==> config.mk <==
export PLATFORM = sky130hd
export DESIGN_NAME = fir_df_cell
export DESIGN_NICKNAME = d
export VERILOG_FILES = /design/src/hdl/fir_filter_direct_form_macros.svh /design/src/hdl/fir_df_pkg.sv /design/src/hdl/fir_df_cell.sv
export SDC_FILE = /design/constraint.sdc
export NUM_CORES = 1
export LEC_CHECK = 0
export BUFFER_PORTS_ARGS = -buffer_cell sky130_fd_sc_hd__buf_2
export CAP_MARGIN = 5
export CORE_ASPECT_RATIO = 1.75
export CORE_MARGIN = 4
export CORE_UTILIZATION = 44
export CTS_CLUSTER_SIZE = 28
export DETAILED_ROUTE_END_ITERATION = 8
export GPL_ROUTABILITY_DRIVEN = 0
export PLACE_DENSITY = 0.84
export SYNTH_ARGS = -nofsm -noshare
export SYNTH_HDL_FRONTEND = slang
export SYNTH_SLANG_ARGS = --single-unit
==> constraint.sdc <==
create_clock -name clk -period 1.9 [get_ports clk]
set_input_delay 0.285 -clock clk [delete_from_list [all_inputs] [get_ports clk]]
set_output_delay 0.285 -clock clk [all_outputs]
set_load 0.02 [all_outputs]
==> src/hdl/fir_filter_direct_form_macros.svh <==
// Assertion macros for the direct-form FIR filter.
// Each macro checks on the rising edge of clk and is disabled while rst is high.
`ifndef FIR_FILTER_DIRECT_FORM_MACROS_SVH
`define FIR_FILTER_DIRECT_FORM_MACROS_SVH

`ifndef NO_ASSERTIONS
// The condition implies the consequence in the same cycle.
`define FIR_DF_ASSERT_SAME(lbl, cond, cons) \
  lbl: assert property (@(posedge clk) disable iff (rst) (cond) |-> (cons)) \
    else $error("fir_df: same-cycle check failed");
// The condition implies the consequence in the next cycle.
`define FIR_DF_ASSERT_NEXT(lbl, cond, cons) \
  lbl: assert property (@(posedge clk) disable iff (rst) (cond) |=> (cons)) \
    else $error("fir_df: next-cycle check failed");
`else
`define FIR_DF_ASSERT_SAME(lbl, cond, cons)
`define FIR_DF_ASSERT_NEXT(lbl, cond, cons)
`endif

`endif

==> src/hdl/fir_df_pkg.sv <==
`timescale 1ns / 1ps
`default_nettype none

package fir_df_pkg;

  // Filter geometry and number formats.
  localparam int NUM_TAPS     = 65;
  localparam int SAMPLE_W     = 16;
  localparam int COEF_W       = 16;
  localparam int COEF_INDEX_W = 7;

  // Derived widths for the multiply-accumulate path.
  localparam int PROD_W = SAMPLE_W + COEF_W;
  localparam int ACC_W  = PROD_W + $clog2(NUM_TAPS) + 1;
  localparam int CNT_W  = $clog2(NUM_TAPS);

  // Operation codes of an input item.
  typedef enum logic [1:0] {
    OP_FILTER = 2'd0,
    OP_COEF   = 2'd1,
    OP_CLEAR  = 2'd2
  } op_t;

  typedef struct packed {
    op_t                       operation;
    logic signed [SAMPLE_W-1:0] sample_value;
    logic [COEF_INDEX_W-1:0]   coef_index;
    logic signed [COEF_W-1:0]  coef_value;
  } in_item_t;

  typedef struct packed {
    logic signed [SAMPLE_W-1:0] filtered_value;
    logic                       saturated;
  } out_item_t;

  // Controls broadcast to every cell of the tap chain.
  typedef struct packed {
    logic shift;
    logic clear;
    logic coef_wr;
    logic rotate;
  } cell_ctrl_t;

  // Controls for the multiply-accumulate unit.
  typedef struct packed {
    logic clr;
    logic mul_en;
  } mac_ctrl_t;

endpackage

`default_nettype wire

==> src/hdl/fir_df_cell.sv <==
`timescale 1ns / 1ps
`default_nettype none

module fir_df_cell
  import fir_df_pkg::*;
(
  input  wire logic                       clk,
  input  wire logic                       rst,
  input  wire cell_ctrl_t                 ctrl,
  input  wire logic                       coef_hit,
  input  wire logic signed [COEF_W-1:0]   coef_wdata,
  input  wire logic signed [SAMPLE_W-1:0] shift_in,
  input  wire logic signed [COEF_W-1:0]   rot_coef,
  input  wire logic signed [SAMPLE_W-1:0] rot_tap,
  output logic signed [COEF_W-1:0]        coef,
  output logic signed [SAMPLE_W-1:0]      tap
);

  // One tap: a coefficient and the delayed sample it multiplies. While the
  // chain rotates, both move one cell toward the head; otherwise the sample
  // shifts down the delay line or is cleared, and the coefficient can be rewritten.
  always_ff @(posedge clk) begin
    if (rst) begin
      coef <= '0;
      tap  <= '0;
    end else if (ctrl.rotate) begin
      coef <= rot_coef;
      tap  <= rot_tap;
    end else begin
      if (ctrl.coef_wr && coef_hit) begin
        coef <= coef_wdata;
      end
      if (ctrl.clear) begin
        tap <= '0;
      end else if (ctrl.shift) begin
        tap <= shift_in;
      end
    end
  end

endmodule

`default_nettype wire

* Yosys cells after proc, flatten, opt, wreduce, memory -nomap -nowiden *
Index checks and enable logic that the tools add are counted.

storage, ports and cells
  bits in registers = 32
  input port bits = 71
  output and inout bits = 32

operators by class
  mux-type cells = 5
  reductions and logical operators = 3

operators with widths
  operator            number
  two-way mux 16 bit  5
  nonzero test 3 bit  1
  nonzero test 2 bit  1
  logical AND 1 bit   1

* Longest topological paths before layout *
Gate-level depths: netlist (run 1).

  depth after elaboration = 3
  depth in mapped cells = 5

* Worst setup path before layout (run 1) *
Ideal clock, no wire load.

  path kind = input to register
  from = input port ctrl[0] (netlist name)
  to = register tap[10]
  arrival time = 1.030 ns
  data required time = 1.768 ns
  slack = 0.738 ns
  stages = 5
  cell sequence = or3_1 -> buf_2 -> buf_6 -> nor2_1 -> nor3_1

between the ends
  longest elaborated chain between the ends = 1
  elaborated cells on any way between the ends = 2
  classes of those cells = 1 x mux; 1 x reduce/logical

ends and longest elaborated chain
  element                                                                    RTL line           text
  start: declaration                                                         fir_df_cell.sv:9   input wire cell_ctrl_t ctrl,
  nonzero test 3 bit (no line) / two-way mux 16 bit (equally long branches)  n/a
  end signal: assignment                                                     fir_df_cell.sv:28  tap <= rot_tap;
  end signal: assignment                                                     fir_df_cell.sv:36  tap <= shift_in;
  end: declaration                                                           fir_df_cell.sv:16  output logic signed [SAMPLE_W-1:0] tap

Parallel ways exist; a longest one is shown, timed or not.
A chain may end at the register's enable or synchronous reset.

* Final worst setup path (run 1) *
  from = input port ctrl[0] (netlist name)
  to = register tap[7]

The elaborated chain is that of the path after synthesis.

==> metrics.yaml, run 1 <==
status: "complete, no violations"
yosys-top-cells-area: "dfxtp_1 43%, nor3_1 11%, a211oi_1 8.0%"
rsz0062_at_grt: "no"
synth-xor-area-share_pct: 0
drt-initial-drc-count: 36
layout.nets: 344
seq_area_frac_synth_pct: 42.77
slew_violations: 0
wl_um: 4364
finalPower_w: 0.001627
insertion_delay_ps: 280
p_leak_nw: 1.073
synth_top_family_by_area: "simple AND/OR/NAND/NOR gates"
antenna_cells: 0
syn-cell-area_um2: 1498
slowest_stage: "or3_1"
wl_per_cell_um: 13.81
setup-tns-final_ps: 0
fin_crit_ps: 1264
design.core.area_um2: 3209
start_util_pct: 46.67
drc_errors: 0
cts-root-buf: "clkbuf_8"
drtPass1Iterations: 4
critPathMaxFanout: 21
cts_tree: "yes"
ir_drop_v: 0.0004937
antenna_found_initial: 0
finalHoldViolCount: 0
place_ws_ps: 337.7
row_count: 27
grt_pass1_wl_um: 6969
htree_levels: 2
cts_setup_buffers: 0
dieWidth_um: 52.10
cts-buffers-inserted: 5
yosys.area.top_type: "dfxtp_1"
synth_fa_ha_area_share_pct: 0
grt_max_degree: 33
avgSynthCellArea_um2: 8.414
vias: 1654
routed_via_density: 5.234
io-pin-count: 103
synth_seq_cells: 32
grt_pass1_vias: 1650
required_ps: 2040
die-area_um2: 4438
cp-end-kind: "flop"
path_cells: "buf_2 > or3_1 > nor2_1 > nor3_1"
synthSimpleGateAreaFrac_pct: 36.42
portBuffers: 102
yosysTopAreaCellShare_pct: 42.77
synth_nets: 249
cts_max_path_buffers: 2
cts_sinks: 32
grt_util_all_layers_pct: 20.45
yosys_warnings: 0
hold_class: "input port to flop"
hold_buffers: 0
num-fill-cells: 291
min_period_over_period_pct: 66.51
synthMuxAreaShare_pct: 0
cts_resized: 0
synth_cells: 178
post-route-util_pct: 65.26
powerDensity_nw_per_um2: 776.6
worst_setup_path_start_kind: "input port"
final_layout_size_suffix_gt1_share_pct: 40.66
worstSetupPathType: "input port to flop"
hpwl_um: 3203
critPathArrivalTime_ps: 1400
worst_pin_slew_ps: 643.9
die_h_um: 85.18
maxCapViolations: 0
cts.clk_slew.worst_paths_ps: 60
max_freq_ghz: 0.7913
synth_compound_area_share_pct: 16.04
setup_violations: 0
skew_ps: 0
maxSlewHeadroom_pct: 57.02
fin_ws_ps: 636.3
globalRouteOverflowTotal: 0
syn2layout_area_growth_pct: 39.85
ant_nets: 0
max_stage_delay_ps: 640
yosys.cell_types.count: 15
## power breakdown
part | internal [W] | switching (W) | total (W)
registers | 0.000719 | 0.0000226 | 0.000741
logic | 0.000148 | 0.000185 | 0.000333
clock network | 0.000322 | 0.000230 | 0.000552
total | 0.00119 | 0.000438 | 0.00163
## final timing paths
check	start	endpoint	slack, ps	depth (start not counted)
setup / recovery	ctrl[0]	tap[7]	640	4
hold / removal	rot_coef[8]	coef[8]	270	3
setup reg to reg	coef[1]	coef[1]	1140	2
hold reg to reg	tap[1]	tap[1]	480	2
## cell usage after synthesis
library cell,instances
buf_6,1
a211oi_1,16
and3_1,16
a22oi_1,16
nand2b_1,9
nand2_1,1
nor2_2,1
or3_1,1
clkbuf_1,8
dfxtp_1,32
or2b_1,7
nor2_1,16
buf_2,6
nor2b_1,16
nor3_1,32
## critical path, delay by kind of cell
family | cells | cell delay [ps]
simple gates | 3 | 890
buf+inv | 1 | 220
## layout by cell type, fill, tap and decap left out, types with 7 or more instances in the layout
master / netlist / layout
clkbuf_8: 0 / 7
nand2b_1: 9 / 9
and3_1: 16 / 16
a22oi_1: 16 / 16
nor2_1: 16 / 16
nor2b_1: 16 / 16
or2b_1: 7 / 7
buf_2: 6 / 102
nor3_1: 32 / 32
a211oi_1: 16 / 16
dfxtp_1: 32 / 32
## state kept, by name, indices dropped and copies added (netlist names)
name and cells:
coef 16, tap 16
## stage by stage
stage          hold WS (ps)  cells  area (µm²)
2_1_floorplan         364.3    178        1498
3_3_place_gp          472.4    309        1998
3_5_place_dp          476.8    309        1998
4_1_cts               258.0    316        2095
5_1_grt               273.8    316        2095
6_report              266.1    316        2095
## layer usage
| metal | up-vias | wire length, µm | track usage [%] |
|---|---|---|---|
| met5 | - | 0 | 0 |
| met1 | 746 | 1702 | 20.61 |
| met4 | 0 | 82 | 10.02 |
| met3 | 8 | 388 | 5.272 |
| li1 | 828 | - | - |
| met2 | 72 | 2191 | 37.00 |
## layout make-up
type | instances | area, µm² | share of cell area [%]
multi-input combinational | 131 | 785.8 | 37.51
sequential | 32 | 640.6 | 30.59
timing repair buffer | 103 | 518.0 | 24.73
clock buffer | 7 | 96.34 | 4.600
tap | 43 | 53.80 | 2.569
## cells by family after synthesis
| family | count (synthesis) |
|---|---|
| compound gates | 32 |
| buf+inv | 15 |
| flops | 32 |
| simple gates | 99 |
Note: power is estimated with default switching activity, not from simulation.
==> run 2, diff against run 1 <==
--- a/config.mk
+++ b/config.mk
@@ -9,11 +9,11 @@
 export CAP_MARGIN = 5
 export CORE_ASPECT_RATIO = 1.75
 export CORE_MARGIN = 4
-export CORE_UTILIZATION = 44
+export CORE_UTILIZATION = 37
 export CTS_CLUSTER_SIZE = 28
 export DETAILED_ROUTE_END_ITERATION = 8
 export GPL_ROUTABILITY_DRIVEN = 0
-export PLACE_DENSITY = 0.84
+export PLACE_DENSITY = 0.76
 export SYNTH_ARGS = -nofsm -noshare
 export SYNTH_HDL_FRONTEND = slang
 export SYNTH_SLANG_ARGS = --single-unit
==> constraint.sdc (replaced) <==
create_clock -name clk -period 1.1 [get_ports clk]
set_input_delay 0.165 -clock clk [delete_from_list [all_inputs] [get_ports clk]]
set_output_delay 0.165 -clock clk [all_outputs]
set_load 0.02 [all_outputs]
==> run 2 against run 1 <==
Global-route usage fell by 3.0 points. Clock-buffer cell count fell by 1. Combinational power rose by 82%. Clock skew did not move. Routed wire length fell by 0.55%. Critical path type is now flop to output port. Critical endpoint is now coef[12]. Largest power group unchanged. Highest routed layer unchanged.
==> metrics.yaml, run 2 (same netlist as run 1, synthesis figures left out) <==
p_leak_nw: 1.126  # +4.9%
cts_max_path_buffers: 2  # unchanged
design.core.area_um2: 3904  # +22%
cts-buffers-inserted: 5  # unchanged
maxSlewHeadroom_pct: 58.77  # +1.7 points
crit_family: "flip-flops"
stdcell_area_um2: 2180  # +4.1%
cp-end-kind: "output port"
path_buf_inv: 1  # unchanged
slowest_stage: "dfxtp_1"
cts_tree: "yes"
hpwl_um: 3314  # +3.5%
critPathArrivalTime_ps: 790  # -610 ps
final_common_cell: "buf_2"
setup_violations: 0  # unchanged
routed_via_density: 4.958  # -5.3%
drtPass1Iterations: 6  # +2
antenna_cells: 0  # unchanged
place_area_um2: 2102  # +5.2%
vias: 1656  # +0.12%
final_cell_mix: "102 x buf_2, 32 x nor3_1, 32 x dfxtp_1"
dieWidth_um: 56.10  # +7.7%
antenna_found_initial: 0  # unchanged
min_period_over_period_pct: 86.51
insertion_delay_ps: 270  # about the same
wl_um: 4340  # -0.55%
ant_nets: 0  # unchanged
cts_resized: 0  # unchanged
final_layout_size_suffix_gt1_share_pct: 43.01  # +2.3 points
hold_buffers: 0  # unchanged
portBuffers: 102  # unchanged
cts-root-buf: "clkbuf_8"
worst_setup_path_start_kind: "flop"
rsz0062_at_grt: "no"
die-area_um2: 5170  # +16%
grt_util_all_layers_pct: 17.41  # -3.0 points
skew_ps: 0  # unchanged
die_h_um: 92.17  # +8.2%
globalRouteOverflowTotal: 0  # unchanged
max_freq_ghz: 1.051
cts.clk_slew.worst_paths_ps: 60  # about the same
drt-initial-drc-count: 38  # +5.6%
required_ps: 940  # -1100 ps
maxCapViolations: 0  # unchanged
syn2layout_area_growth_pct: 45.53
hold_class: "input port to flop"
grt_max_degree: 33  # unchanged
io-pin-count: 103  # unchanged
grt_pass1_wl_um: 7238  # +3.9%
finalHoldViolCount: 0  # unchanged
critPathMaxFanout: 2  # -90%
cts_setup_buffers: 0  # unchanged
worst_pin_slew_ps: 618.5  # -25.48 ps
status: "complete, no violations"
hold_ws_ps: 146.8  # -119.3 ps
top_regs: "coef x16, tap x16"
htree_levels: 2  # unchanged
wl_per_cell_um: 12.99  # -5.9%
max_stage_delay_ps: 340  # -300 ps
slew_violations: 0  # unchanged
powerDensity_nw_per_um2: 1247  # +61%
cts_sinks: 32  # unchanged
worstSetupPathType: "flop to output port"
fin_crit_ps: 951.6
grt_pass1_vias: 1677  # +1.6%
drc_errors: 0  # unchanged
path_cells: "buf_2"
start_util_pct: 38.37  # -8.3 points
layout.nets: 357  # +3.8%
row_count: 30  # +11%
ir_drop_v: 0.0007959  # +61%
## run 2: layout make-up
cell class                      count  area, µm²
Timing Repair Buffer              116      615.6
Tap cell                           48      60.06
Clock inverter                      1      5.005
Fill cell                         404       1724
Clock buffer                        6      72.57
Multi-Input combinational cell    131      785.8
Sequential cell                    32      640.6
## run 2: routing by layer
metal  track usage, %  up-vias  share of wire (%)
met5                0        -                  0
met4            7.129        0                1.8
met3            6.056        6                 10
met2            29.98       75                 50
met1            19.12      728                 38
li1                 -      847                  -
## run 2: where the power goes
| part | internal [W] | switching [W] |
|---|---|---|
| sequential | 0.00124 | 0.0000397 |
| combinational | 0.000285 | 0.000322 |
| clock | 0.000429 | 0.000401 |
## run 2: metrics by stage
step / TNS (ps) / setup WS [ps] / cells / util (%) / total power, W
global route: 0 / 102.0 / 334 / 55.83 / 0.002871
floorplan: 0 / 58.10 / 178 / - / 0.001639
global placement: -298.2 / -25.04 / 327 / 53.85 / 0.001908
CTS: 0 / 132.3 / 334 / 55.83 / 0.002754
detailed placement: -610.0 / -49.53 / 327 / 53.85 / 0.001917
finish: 0 / 148.4 / 334 / 55.83 / 0.002718
## run 2: worst paths after layout
kind,start,to,slack (ps),cells past startpoint
worst max register to register,coef[9],coef[9],360,2
worst max-delay path,coef[12],coef[12],150,1
worst min register to register,tap[15],tap[15],490,2
worst min-delay path,rot_coef[8],coef[8],150,3
