### config.mk
export PLATFORM = sky130hd
export DESIGN_NAME = fir_df_mac
export DESIGN_NICKNAME = d
export VERILOG_FILES = /design/src/hdl/fir_filter_direct_form_macros.svh /design/src/hdl/fir_df_pkg.sv /design/src/hdl/fir_df_mac.sv
export SDC_FILE = /design/constraint.sdc
export NUM_CORES = 1
export LEC_CHECK = 0
export BUFFER_PORTS_ARGS = -buffer_cell sky130_fd_sc_hd__buf_2
export CORE_MARGIN = 5
export CORE_UTILIZATION = 55
export CTS_BUF_LIST = sky130_fd_sc_hd__clkbuf_4 sky130_fd_sc_hd__clkbuf_8
export CTS_CLUSTER_DIAMETER = 50
export DETAILED_ROUTE_END_ITERATION = 12
export MAX_ROUTING_LAYER = met4
export PLACE_DENSITY = 0.72
export SKIP_CTS_REPAIR_TIMING = 1
export SLEW_MARGIN = 20
export SYNTH_ARGS = -nofsm -noshare
export SYNTH_HDL_FRONTEND = slang
export SYNTH_SLANG_ARGS = --single-unit
### constraint.sdc
create_clock -name clk -period 7.4 [get_ports clk]
set_input_delay 0.74 -clock clk [delete_from_list [all_inputs] [get_ports clk]]
set_output_delay 0.74 -clock clk [all_outputs]
set_load 0.02 [all_outputs]
### src/hdl/fir_filter_direct_form_macros.svh
// Assertion macros for the direct-form FIR filter.
// Each macro checks on the rising edge of clk and is disabled while rst is high.
`ifndef FIR_FILTER_DIRECT_FORM_MACROS_SVH
`define FIR_FILTER_DIRECT_FORM_MACROS_SVH

`ifndef NO_ASSERTIONS
// The condition implies the consequence in the same cycle.
`define FIR_DF_ASSERT_SAME(lbl, cond, cons) \
  lbl: assert property (@(posedge clk) disable iff (rst) (cond) |-> (cons)) \
    else $error("fir_df: same-cycle check failed");
// The condition implies the consequence in the next cycle.
`define FIR_DF_ASSERT_NEXT(lbl, cond, cons) \
  lbl: assert property (@(posedge clk) disable iff (rst) (cond) |=> (cons)) \
    else $error("fir_df: next-cycle check failed");
`else
`define FIR_DF_ASSERT_SAME(lbl, cond, cons)
`define FIR_DF_ASSERT_NEXT(lbl, cond, cons)
`endif

`endif

### src/hdl/fir_df_pkg.sv
`timescale 1ns / 1ps
`default_nettype none

package fir_df_pkg;

  // Filter geometry and number formats.
  localparam int NUM_TAPS     = 65;
  localparam int SAMPLE_W     = 16;
  localparam int COEF_W       = 16;
  localparam int COEF_INDEX_W = 7;

  // Derived widths for the multiply-accumulate path.
  localparam int PROD_W = SAMPLE_W + COEF_W;
  localparam int ACC_W  = PROD_W + $clog2(NUM_TAPS) + 1;
  localparam int CNT_W  = $clog2(NUM_TAPS);

  // Operation codes of an input item.
  typedef enum logic [1:0] {
    OP_FILTER = 2'd0,
    OP_COEF   = 2'd1,
    OP_CLEAR  = 2'd2
  } op_t;

  typedef struct packed {
    op_t                       operation;
    logic signed [SAMPLE_W-1:0] sample_value;
    logic [COEF_INDEX_W-1:0]   coef_index;
    logic signed [COEF_W-1:0]  coef_value;
  } in_item_t;

  typedef struct packed {
    logic signed [SAMPLE_W-1:0] filtered_value;
    logic                       saturated;
  } out_item_t;

  // Controls broadcast to every cell of the tap chain.
  typedef struct packed {
    logic shift;
    logic clear;
    logic coef_wr;
    logic rotate;
  } cell_ctrl_t;

  // Controls for the multiply-accumulate unit.
  typedef struct packed {
    logic clr;
    logic mul_en;
  } mac_ctrl_t;

endpackage

`default_nettype wire

### src/hdl/fir_df_mac.sv
`timescale 1ns / 1ps
`default_nettype none

module fir_df_mac
  import fir_df_pkg::*;
(
  input  wire logic                       clk,
  input  wire logic                       rst,
  input  wire mac_ctrl_t                  ctrl,
  input  wire logic signed [COEF_W-1:0]   coef,
  input  wire logic signed [SAMPLE_W-1:0] tap,
  output out_item_t                       result
);

  localparam logic [ACC_W-1:0] RND_HALF = ACC_W'(1) << (COEF_W - 2);

  logic signed [PROD_W-1:0]        prod;
  logic                            prod_vld;
  logic signed [ACC_W-1:0]         acc;
  logic signed [ACC_W-1:0]         rnd;
  logic signed [ACC_W-1:0]         shifted;
  logic [ACC_W-SAMPLE_W:0]         hi_bits;
  logic                            clip;

  // Registered product of the tap currently at the head of the chain.
  always_ff @(posedge clk) begin
    if (ctrl.mul_en) begin
      prod <= coef * tap;
    end
  end

  always_ff @(posedge clk) begin
    if (rst) begin
      prod_vld <= 1'b0;
    end else begin
      prod_vld <= ctrl.mul_en;
    end
  end

  // Exact accumulation of the products, one per cycle.
  always_ff @(posedge clk) begin
    if (ctrl.clr) begin
      acc <= '0;
    end else if (prod_vld) begin
      acc <= acc + {{(ACC_W - PROD_W){prod[PROD_W-1]}}, prod};
    end
  end

  // Round half up back to the sample format, then clip to its range.
  always_comb begin
    rnd     = acc + RND_HALF;
    shifted = rnd >>> (COEF_W - 1);
    hi_bits = shifted[ACC_W-1:SAMPLE_W-1];
    clip    = !((&hi_bits) || !(|hi_bits));
    result.saturated = clip;
    if (clip) begin
      result.filtered_value = {shifted[ACC_W-1], {(SAMPLE_W - 1){~shifted[ACC_W-1]}}};
    end else begin
      result.filtered_value = shifted[SAMPLE_W-1:0];
    end
  end

endmodule

`default_nettype wire

* After elaboration in Yosys (flattened, before gate mapping)
Cells that the tools add are included.
** Word-level totals
- Register bits :: 73
- Output and inout port bits :: 17
- Word-level logic and storage cells :: 13
** Cells by class
- Add/sub/neg operators :: 2
- Multiply operators :: 1
- Mux-type cells :: 1
- Bitwise operators :: 1
- Reduce and logical (&&, ||, !) cells :: 5
** Operators by type and width (number)
- $add 40x15->40 const B :: 1
- $add 40x40->40 :: 1
- $mul 16x16->32 :: 1
- $mux 16 :: 1
- $reduce_and 10->1 :: 1
- $reduce_or 10->1 :: 1
- $logic_not 1->1 :: 2
- $logic_or 1x1->1 :: 1
- $not 1->1 :: 1

* Depth between registers and ports, before layout
Gate-level depths: netlist of the first run.
- Depth in word-level cells :: 5
- Mapped depth :: 25

* Worst setup path after synthesis of the first run
No wires, ideal clock.
- Path type :: input -> register
- Start point :: input coef[15]
- End point :: register prod[31] (data pin)
- Setup time :: 0.260 ns
- Arrival time :: 6.407 ns
- Setup slack :: 0.733 ns
- Stages on the path :: 20
- Path buffers :: 1
- Cells stage by stage :: clkbuf_1 nand2_1 inv_1 fa_1 fa_1 fa_1 fa_1 fa_1 inv_1 fa_1 inv_1 ha_1 o31a_1 a221oi_1 a311oi_1 nor4b_2 a2111oi_1 a2111oi_2 a21oi_1 xnor2_1
** On the way
- Cells in the longest elaborated chain, start to end :: 1
** RTL lines
- start, declared :: RTL line fir_df_mac.sv:10 : input wire logic signed [COEF_W-1:0] coef,
- $mul 16x16->32 :: RTL line fir_df_mac.sv:28 : prod <= coef * tap;
- end signal, assigned :: RTL line fir_df_mac.sv:28
- end, declared :: RTL line fir_df_mac.sv:17 : logic signed [PROD_W-1:0] prod;
Every way passes these cells.
A chain may end at the register's enable or synchronous reset.

* Worst setup path after layout of the first run
- Start point :: input tap[4]
- End point :: register prod[31] (data pin)
** On the way
- Cells in the longest elaborated chain, start to end :: 1
** RTL lines
- start, declared :: RTL line fir_df_mac.sv:11 : input wire logic signed [SAMPLE_W-1:0] tap,
- $mul 16x16->32 :: RTL line fir_df_mac.sv:28
Every way passes these cells.

==> run metrics, run 1 <==
Root Driver clkbuf_8; IO Pins 53; Reg clk slew, reported paths 0.09 ns; setup TNS 0 ns; Clock Path Buffers 2; final WL 31940 um; number of distinct library cells after synthesis 82; setup violators final 0; initial DRC count 715; initial antenna violation count 0; Max Cap Viol 0; WP data required 7.49 ns; share of cells above drive strength 1 5.886%; CP arrival 6.85 ns; status completed; CTS Buf Count 9; Post-layout nets 2098; synth warn 0; Synth Area in XOR/XNOR 4.813%; die footprint 0.03088 mm2; most common cell after layout, fill and taps aside inv_1; Clock Skews 0.01571 ns; chip height 175.7 um; CTS tree yes; synth top area cells fa_1 (35%), ha_1 (10%), inv_1 (8.0%); row count 60; largest family of logic cells by synthesized area adder cells; Synth Area in Simple Gates 15.91%; clk sinks 73; worst hold path class register to register; total nets after synthesis 2088; GR Overflow Total 0; Slew @ Worst Pin 1.025 ns; Core Box Area 0.02703 mm2; Syn Inst Count 1667; vias 10990; Peak Freq 147.9 MHz; largest net degree at the start of global routing 60; I/O Buffers 52; Synth Cell Area 0.01510 mm2; post-synthesis sequential element count 73; routed vias/inst 5.432; commonest non-fill, non-tap cells in the layout inv_1 (320), fa_1 (263), nand2_1 (161); main flop type after synthesis dfxtp_1; gpl congestion 0.9187; dpl hpwl 26660 um; final count of hold timing violations 0; post-synthesis mux area share 1.798%; ANT cells 0; DR WL/cell 15.79 um; Final Max Slew Viols 0; kind of critical path input pin to register; H-tree depth 3; number of global-route vias before repair 11540; adder-cell share of the synthesized area 44.96%; crit path capture type register; Seq/Total Area, Yosys 11.80%; Critical Path Fanout Max 16; Post-DRT Antenna Nets 0; Syn Area/Cell 9.061 um2; Slew headroom 31.68%; number of flops mapped to enable cells by yosys 32; Synth top area share 34.86%; min Tclk post-route 6.762 ns; first-pass GRT wire length 55900 um; number of remaining DRC errors 0; RSZ-0062 raised after global routing no; First-pass DRT Iterations 5; Tcrit/Tclk final 91.37%; clk_lat worst skew 0.36 ns; Global Route Usage Sum 22.29%; Synth Area in Compound Gates 11.20%; die width 175.7 um; Setup crit start kind input pin; Filler Cell Count 2368; P&R area growth vs syn 4.755%; post-synthesis async set-or-reset flop share 0%; area leader, netlist fa_1; Initial Utilization 55.89%
-- worst max-delay path, cell delays in order --
cell       delay [ns]
buf_2            0.21
and2_1           0.20
fa_1             0.54
inv_1            0.06
fa_1             0.46
fa_1             0.56
inv_1            0.06
fa_1             0.50
fa_1             0.55
inv_1            0.05
fa_1             0.52
inv_1            0.04
ha_1             0.38
nand4_1          0.16
nor3_1           0.21
a31oi_1          0.13
a311oi_1         0.48
nor4b_2          0.11
a2111oi_1        0.49
a2111oi_2        0.12
a21oi_1          0.19
xnor2_1          0.08
-- path summary, 6_finish.rpt --
| path | start | endpoint | slack (ns) | depth (start not counted) |
|---|---|---|---|---|
| setup / recovery | tap[4] | prod[31] | 0.64 | 22 |
| hold / removal | acc[1] | acc[1] | 0.50 | 2 |
| setup reg to reg | prod[0] | acc[30] | 4.28 | 12 |
| hold reg to reg | acc[1] | acc[1] | 0.50 | 2 |
-- per-stage QoR --
| stage | setup slack [ns] | hold slack, ns | area, um2 | utilization (%) | cells |
|---|---|---|---|---|---|
| 6_report | 0.6383 | 0.5031 | 15820 | 58.55 | 2023 |
| 5_1_grt | 0.3308 | 0.5192 | 15820 | 58.55 | 2023 |
| 4_1_cts | 0.6576 | 0.5012 | 15820 | 58.55 | 2023 |
| 3_5_place_dp | 0.2745 | 0.4920 | 15600 | 57.71 | 2007 |
| 3_3_place_gp | 0.3833 | 0.4767 | 15600 | 57.71 | 2007 |
| 2_1_floorplan | 0.7329 | 0.4647 | 15100 | - | 1667 |
-- layout make-up --
cell class,count,area [um2],share of cell area [%]
multi-input cells,1215,11890,75.11
clock inverters,7,101.3,0.6405
flip-flops and latches,73,1783,11.27
repair buffers,57,297.8,1.882
clock buffers,9,123.9,0.7829
well taps,341,426.7,2.696
inverters,321,1205,7.615
-- state kept, by name, summed over array words and instances (netlist names) --
| signal | count |
|---|---|
| acc | 40 |
| prod | 32 |
| prod_vld | 1 |
-- logic make-up after synthesis --
kind of cell             Yosys count
buffers and inverters            379
adder cells (fa/ha/maj)          385
XOR/XNOR                          83
AND/OR/NAND/NOR                  477
flip-flops                        73
AO/OA/AOI/OAI                    243
multiplexers                      27
-- Yosys cell counts (3+ instances only) --
master,count
buf_2,3
mux2i_1,26
o211ai_1,8
or3_1,5
nand2b_1,15
o31ai_1,4
o21bai_1,6
fa_1,263
buf_1,6
clkbuf_1,47
nor2_1,81
and3_1,16
ha_1,122
a211oi_1,10
o21ai_0,31
a21oi_1,63
inv_1,320
o221ai_1,3
dfxtp_1,41
nor3b_1,5
nand3_1,17
o21a_1,12
xnor2_1,52
edfxtp_1,32
xor2_1,31
and2_1,131
nor2b_1,7
nand4_1,10
a31oi_1,11
or3b_2,3
a2111o_1,3
nand2_1,161
o21ai_1,19
a21o_1,33
nor3_1,12
-- routing by layer --
metal	GRT usage, %	wire length, um	vias to the layer above
li1	-	-	5309
met1	31.55	15550	5361
met2	34.96	14320	289
met3	2.992	1650	30
met4	4.353	424	0
met5	-	0	-
Power of run 1 is not shown: default switching activity piles up to over one toggle a cycle in this logic, so the estimate is an artifact.
==> run 2, diff against run 1 <==
BUFFER_PORTS_ARGS = unset   (was -buffer_cell sky130_fd_sc_hd__buf_2)
CTS_BUF_LIST = unset   (was sky130_fd_sc_hd__clkbuf_4 sky130_fd_sc_hd__clkbuf_8)
DONT_BUFFER_PORTS = 1   (was unset)
PLACE_DENSITY = 0.7   (was 0.72)
==> run 2 against run 1 <==
Net effect:
- global-route usage is 0.14 points lower
- setup slack better by 0.22 ns
- utilization decreased by 0.58 points
- fmax increased by 3.4%
- critical path type unchanged
- largest cell class unchanged
- highest routed layer unchanged
==> run metrics, run 2 (synthesis gave the netlist of run 1 again) <==
initial antenna violation count 0 (unchanged); vias 10760 (was 10990); first-pass GRT wire length 54950 um (was 55900 um); min Tclk post-route 6.539 ns (was 6.762 ns); Endpoint, Worst Hold prod_vld (was acc[1]); CP arrival 6.62 ns (was 6.85 ns); Post-layout nets 2044 (was 2098); kind of critical path input pin to register (unchanged); Clock Skews 0.01117 ns (was 0.01571 ns); gpl congestion 0.9073 (was 0.9187); commonest non-fill, non-tap cells in the layout inv_1 (320), fa_1 (263), nand2_1 (161) (unchanged); dpl hpwl 26270 um (was 26660 um); cell depth of the worst min-delay path 1 (was 2); Slew @ Worst Pin 0.7331 ns (was 1.025 ns); initial DRC count 758 (was 715); Largest register FFs 40 (unchanged); row count 60 (unchanged); Tcrit/Tclk final 88.36% (was 91.37%); routed vias/inst 5.465 (was 5.432); setup violators final 0 (unchanged); post-route cell area 0.01567 mm2 (was 0.01582 mm2); Post-DRT Antenna Nets 0 (unchanged); Global Route Usage Sum 22.15% (was 22.29%); worst hold path class input pin to register (was register to register); number of remaining DRC errors 0 (unchanged); H-tree depth 3 (unchanged); Reg-to-Reg Start prod[0] (unchanged); Core Box Area 0.02703 mm2 (unchanged); P&R area growth vs syn 3.720% (was 4.755%); Peak Freq 152.9 MHz (was 147.9 MHz); Clock Path Buffers 2 (unchanged); Filler Cell Count 2417 (was 2368); die footprint 0.03088 mm2 (unchanged); final count of hold timing violations 0 (unchanged); CTS tree yes (unchanged); status completed (unchanged); crit path capture type register (unchanged); IO Pins 53 (unchanged); I/O Buffers 0 (was 52); worst hold start rst (was acc[1]); area of the multi-input gates 0.01189 mm2 (unchanged); Final Non-Filler Cells 1969 (was 2023); Reg clk slew, reported paths 0.06 ns (was 0.09 ns); ANT cells 0 (unchanged); Reg area 0.001783 mm2 (unchanged); Max Cap Viol 0 (unchanged); R2R depth 12 (unchanged); largest register by flop count acc (unchanged); final WL 31820 um (was 31940 um); placed cell count 1953 (was 2007); Critical Path Fanout Max 16 (unchanged); chip height 175.7 um (unchanged); Setup crit start kind input pin (unchanged); Final Max Slew Viols 0 (unchanged); setup TNS 0 ns (unchanged); clk sinks 73 (unchanged); GR Overflow Total 0 (unchanged); most common cell after layout, fill and taps aside inv_1 (unchanged); WP data required 7.48 ns (was 7.49 ns); RSZ-0062 raised after global routing no (unchanged); Slew headroom 51.13% (was 31.68%); r2r setup slk 4.32 ns (was 4.28 ns); FF-to-FF End acc[30] (unchanged); die width 175.7 um (unchanged); Root Driver clkbuf_16 (was clkbuf_8); Placed Area 0.01532 mm2 (was 0.01560 mm2); largest net degree at the start of global routing 59 (was 60); First-pass DRT Iterations 5 (unchanged); DR WL/cell 16.16 um (was 15.79 um); largest registers acc: 40 flops, prod: 32 flops, prod_vld: 1 flops (unchanged); clk_lat worst skew 0.34 ns (was 0.36 ns); CTS Buf Count 9 (unchanged); share of cells above drive strength 1 2.703% (was 5.886%); number of global-route vias before repair 11160 (was 11540); Initial Utilization 55.89% (unchanged)
-- run 2: cell count changes in the layout (fill, tap and decap cells not counted) --
cell        before  now
clkbuf_16        0    9
clkinv_1         1    2
bufinv_16        2    3
inv_6            2    0
clkinv_4         1    2
clkbuf_8         9    0
buf_2           52    0
clkinvlp_4       2    1
buf_4            5    3
-- run 2: stage by stage --
stage	setup slack [ns]	utilization (%)	hold slack, ns
finish	0.8613	57.97	0.4624
global route	0.5426	57.97	0.4512
CTS	0.8487	57.97	0.4500
detailed placement	0.4782	56.69	0.4917
global placement	0.6739	56.69	0.4769
floorplan	0.7329	-	0.4647
-- run 2: layout make-up --
class | instances | area share, %
clock buffer | 9 | 1.438
clock inverter | 7 | 0.7587
inverter | 321 | 7.691
multi-input combinational | 1215 | 75.86
sequential | 73 | 11.38
tap | 341 | 2.723
timing repair buffer | 3 | 0.1438
-- run 2: metal layers --
| layer | track usage, % | up-vias | routed length, um |
|---|---|---|---|
| met1 | 31.98 | 5262 | 15370 |
| met3 | 3.939 | 30 | 2088 |
| li1 | - | 5191 | - |
| met2 | 33.69 | 277 | 14020 |
| met4 | 3.574 | 0 | 340 |
| met5 | - | - | 0 |
-- run 2: critical path: stages --
cell       delay (ns)
nand2_1          0.10
inv_1            0.10
fa_1             0.64
fa_1             0.89
fa_1             0.54
fa_1             0.50
fa_1             0.49
inv_1            0.05
fa_1             0.47
inv_1            0.05
ha_1             0.23
nor3_1           0.19
o21ai_0          0.15
a221oi_1         0.30
a311oi_1         0.12
nor4b_2          0.29
a2111oi_1        0.11
a2111oi_2        0.39
a21oi_1          0.13
xnor2_1          0.14
-- run 2: worst max path at each step --
stage	start	endpoint	slack [ns]	depth (start not counted)
6_report	tap[1]	prod[31]	0.86	20
3_3_place_gp	coef[9]	prod[31]	0.67	21
2_1_floorplan	coef[15]	prod[31]	0.73	20
5_1_grt	tap[1]	prod[31]	0.54	20
3_5_place_dp	tap[1]	prod[31]	0.48	20
4_1_cts	tap[1]	prod[31]	0.85	20
Power of run 2 is left out for the same reason.
==> run 3, diff against run 2 <==
==> constraint.sdc (replaced) <==
create_clock -name clk -period 7.4 [get_ports clk]
set_input_delay 0.37 -clock clk [delete_from_list [all_inputs] [get_ports clk]]
set_output_delay 0.37 -clock clk [all_outputs]
set_load 0.02 [all_outputs]
==> run 3 against run 2 <==
Net effect:
- cell area about the same
- critical path type unchanged
- sequential cell count unchanged
- critical path depth unchanged
- clock skew decreased by 0.0029 ns
- clock-buffer cell count unchanged
- via count decreased by 0.50%
- sequential share of layout area about the same
- non-clock buffer count decreased by 2
- worst hold slack got worse by 0.37 ns
- register-to-register slack about the same
- die area unchanged
- global-route usage about the same
==> run metrics, run 3 (synthesis gave the netlist of run 1 again) <==
Root Driver clkbuf_16 (unchanged); first-pass GRT wire length 55170 um (was 54950 um); clk_lat worst skew 0.34 ns (about the same); First-pass DRT Iterations 5 (unchanged); min Tclk post-route 6.224 ns (was 6.539 ns); ANT cells 0 (unchanged); routed vias/inst 5.443 (was 5.465); cell depth of the worst min-delay path 1 (unchanged); setup violators final 0 (unchanged); CTS tree yes (unchanged); GR Overflow Total 0 (unchanged); status completed (unchanged); delay-heaviest family, CP adder cells (unchanged); number of remaining DRC errors 0 (unchanged); Post-layout nets 2042 (was 2044); Peak Freq 160.7 MHz (was 152.9 MHz); Max Cap Viol 0 (unchanged); RSZ-0062 raised after global routing no (unchanged); Clock Skews 0.008275 ns (was 0.01117 ns); final WL 31930 um (was 31820 um); clk sinks 73 (unchanged); CTS Buf Count 9 (unchanged); Reg area 0.001783 mm2 (unchanged); placed cell count 1951 (was 1953); kind of critical path input pin to register (unchanged); largest net degree at the start of global routing 59 (unchanged); share of cells above drive strength 1 2.645% (was 2.703%); most common cell after layout, fill and taps aside inv_1 (unchanged); pre-CTS setup slack 0.8253 ns (was 0.4782 ns); Initial Utilization 55.89% (unchanged); Final Worst Setup Slack 1.176 ns (was 0.8613 ns); grt met1 use 31.55% (was 31.98%); WP data required 7.47 ns (was 7.48 ns); Critical Path Fanout Max 16 (unchanged); CP Buf/Inv Count 3 (unchanged); DR WL/cell 16.23 um (was 16.16 um); Slew headroom 50.73% (was 51.13%); Slew @ Worst Pin 0.7390 ns (was 0.7331 ns); Tcrit/Tclk final 84.11% (was 88.36%); R2R depth 12 (unchanged); gpl congestion 0.9025 (was 0.9073); largest registers acc: 40 flops, prod: 32 flops, prod_vld: 1 flops (unchanged); met3 GRT Util 4.003% (was 3.939%); initial DRC count 684 (was 758); H-tree depth 3 (unchanged); Final Non-Filler Cells 1967 (was 1969); met2 usage 34.11% (was 33.69%); P&R area growth vs syn 3.620% (was 3.720%); die footprint 0.03088 mm2 (unchanged); crit path capture type register (unchanged); worst path cell trace nand2_1 > inv_1 > fa_1 > fa_1 > fa_1 > fa_1 > fa_1 > inv_1 > fa_1 > inv_1 > ha_1 > nor3_1 > o21ai_0 > a221oi_1 > a311oi_1 > nor4b_2 > a2111oi_1 > a2111oi_2 > a21oi_1 > xnor2_1 (unchanged); slowest stage cell, crit path fa_1 (unchanged); Reg clk slew, reported paths 0.06 ns (about the same); Core Box Area 0.02703 mm2 (unchanged); number of global-route vias before repair 11120 (was 11160); Clock Path Buffers 2 (unchanged); die width 175.7 um (unchanged); area of the multi-input gates 0.01189 mm2 (unchanged); Global Route Usage Sum 22.17% (was 22.15%); I/O Buffers 0 (unchanged); Filler Cell Count 2381 (was 2417); CP peak stage delay 0.89 ns (about the same); dpl hpwl 26420 um (was 26270 um); initial antenna violation count 0 (unchanged); worst hold path class input pin to register (unchanged); Largest register FFs 40 (unchanged); gr busiest metal met2 (unchanged); CP arrival 6.30 ns (was 6.62 ns); commonest non-fill, non-tap cells in the layout inv_1 (320), fa_1 (263), nand2_1 (161) (unchanged); Post-DRT Antenna Nets 0 (unchanged); vias 10710 (was 10760); Worst path depth 20 (unchanged); Setup crit start kind input pin (unchanged); IO Pins 53 (unchanged); largest register by flop count acc (unchanged); row count 60 (unchanged); setup TNS 0 ns (unchanged); final count of hold timing violations 0 (unchanged); chip height 175.7 um (unchanged); Top cell by count, worst path fa_1 (unchanged); Final Max Slew Viols 0 (unchanged)
## run 3: area by class of cell
class,count,area share [%]
multi-input combinational,1215,75.94
clock buffer,9,1.439
sequential,73,11.39
tap,341,2.726
clock inverter,7,0.7595
inverter,321,7.698
timing repair buffer,1,0.04797
## run 3: worst reg2reg max path: stages, from the launching register on
cell and delay, ns:
edfxtp_1 0.39, ha_1 0.25, inv_1 0.08, fa_1 0.25, nor2b_4 0.06, o31a_4 0.31, o311ai_4 0.33, a211oi_2 0.13
o21ai_2 0.19, a21boi_1 0.11, or3_1 0.40, a2111o_1 0.42, o221ai_1 0.07
## run 3: worst paths after layout
path	slack [ns]	startpoint	endpoint
setup / recovery	1.18	tap[1]	prod[31]
setup reg to reg	4.33	prod[0]	acc[30]
hold reg to reg	0.50	acc[8]	acc[8]
hold / removal	0.09	rst	prod_vld
## run 3: through the flow
stage	hold slack [ns]	util, %	cell area, um2
after floorplan	0.4416	-	15100
after global placement	0.4347	56.64	15310
after detailed placement	0.4402	56.64	15310
after CTS	0.08315	57.91	15650
after global routing	0.08420	57.91	15650
final	0.09120	57.91	15650
## run 3: per-layer routing
metal | share of wire, % | up-vias
met1 | 48 | 5222
li1 | - | 5183
met2 | 44 | 272
met4 | 1.1 | 0
met3 | 6.4 | 29
met5 | 0 | -
Power of run 3 is left out for the same reason.
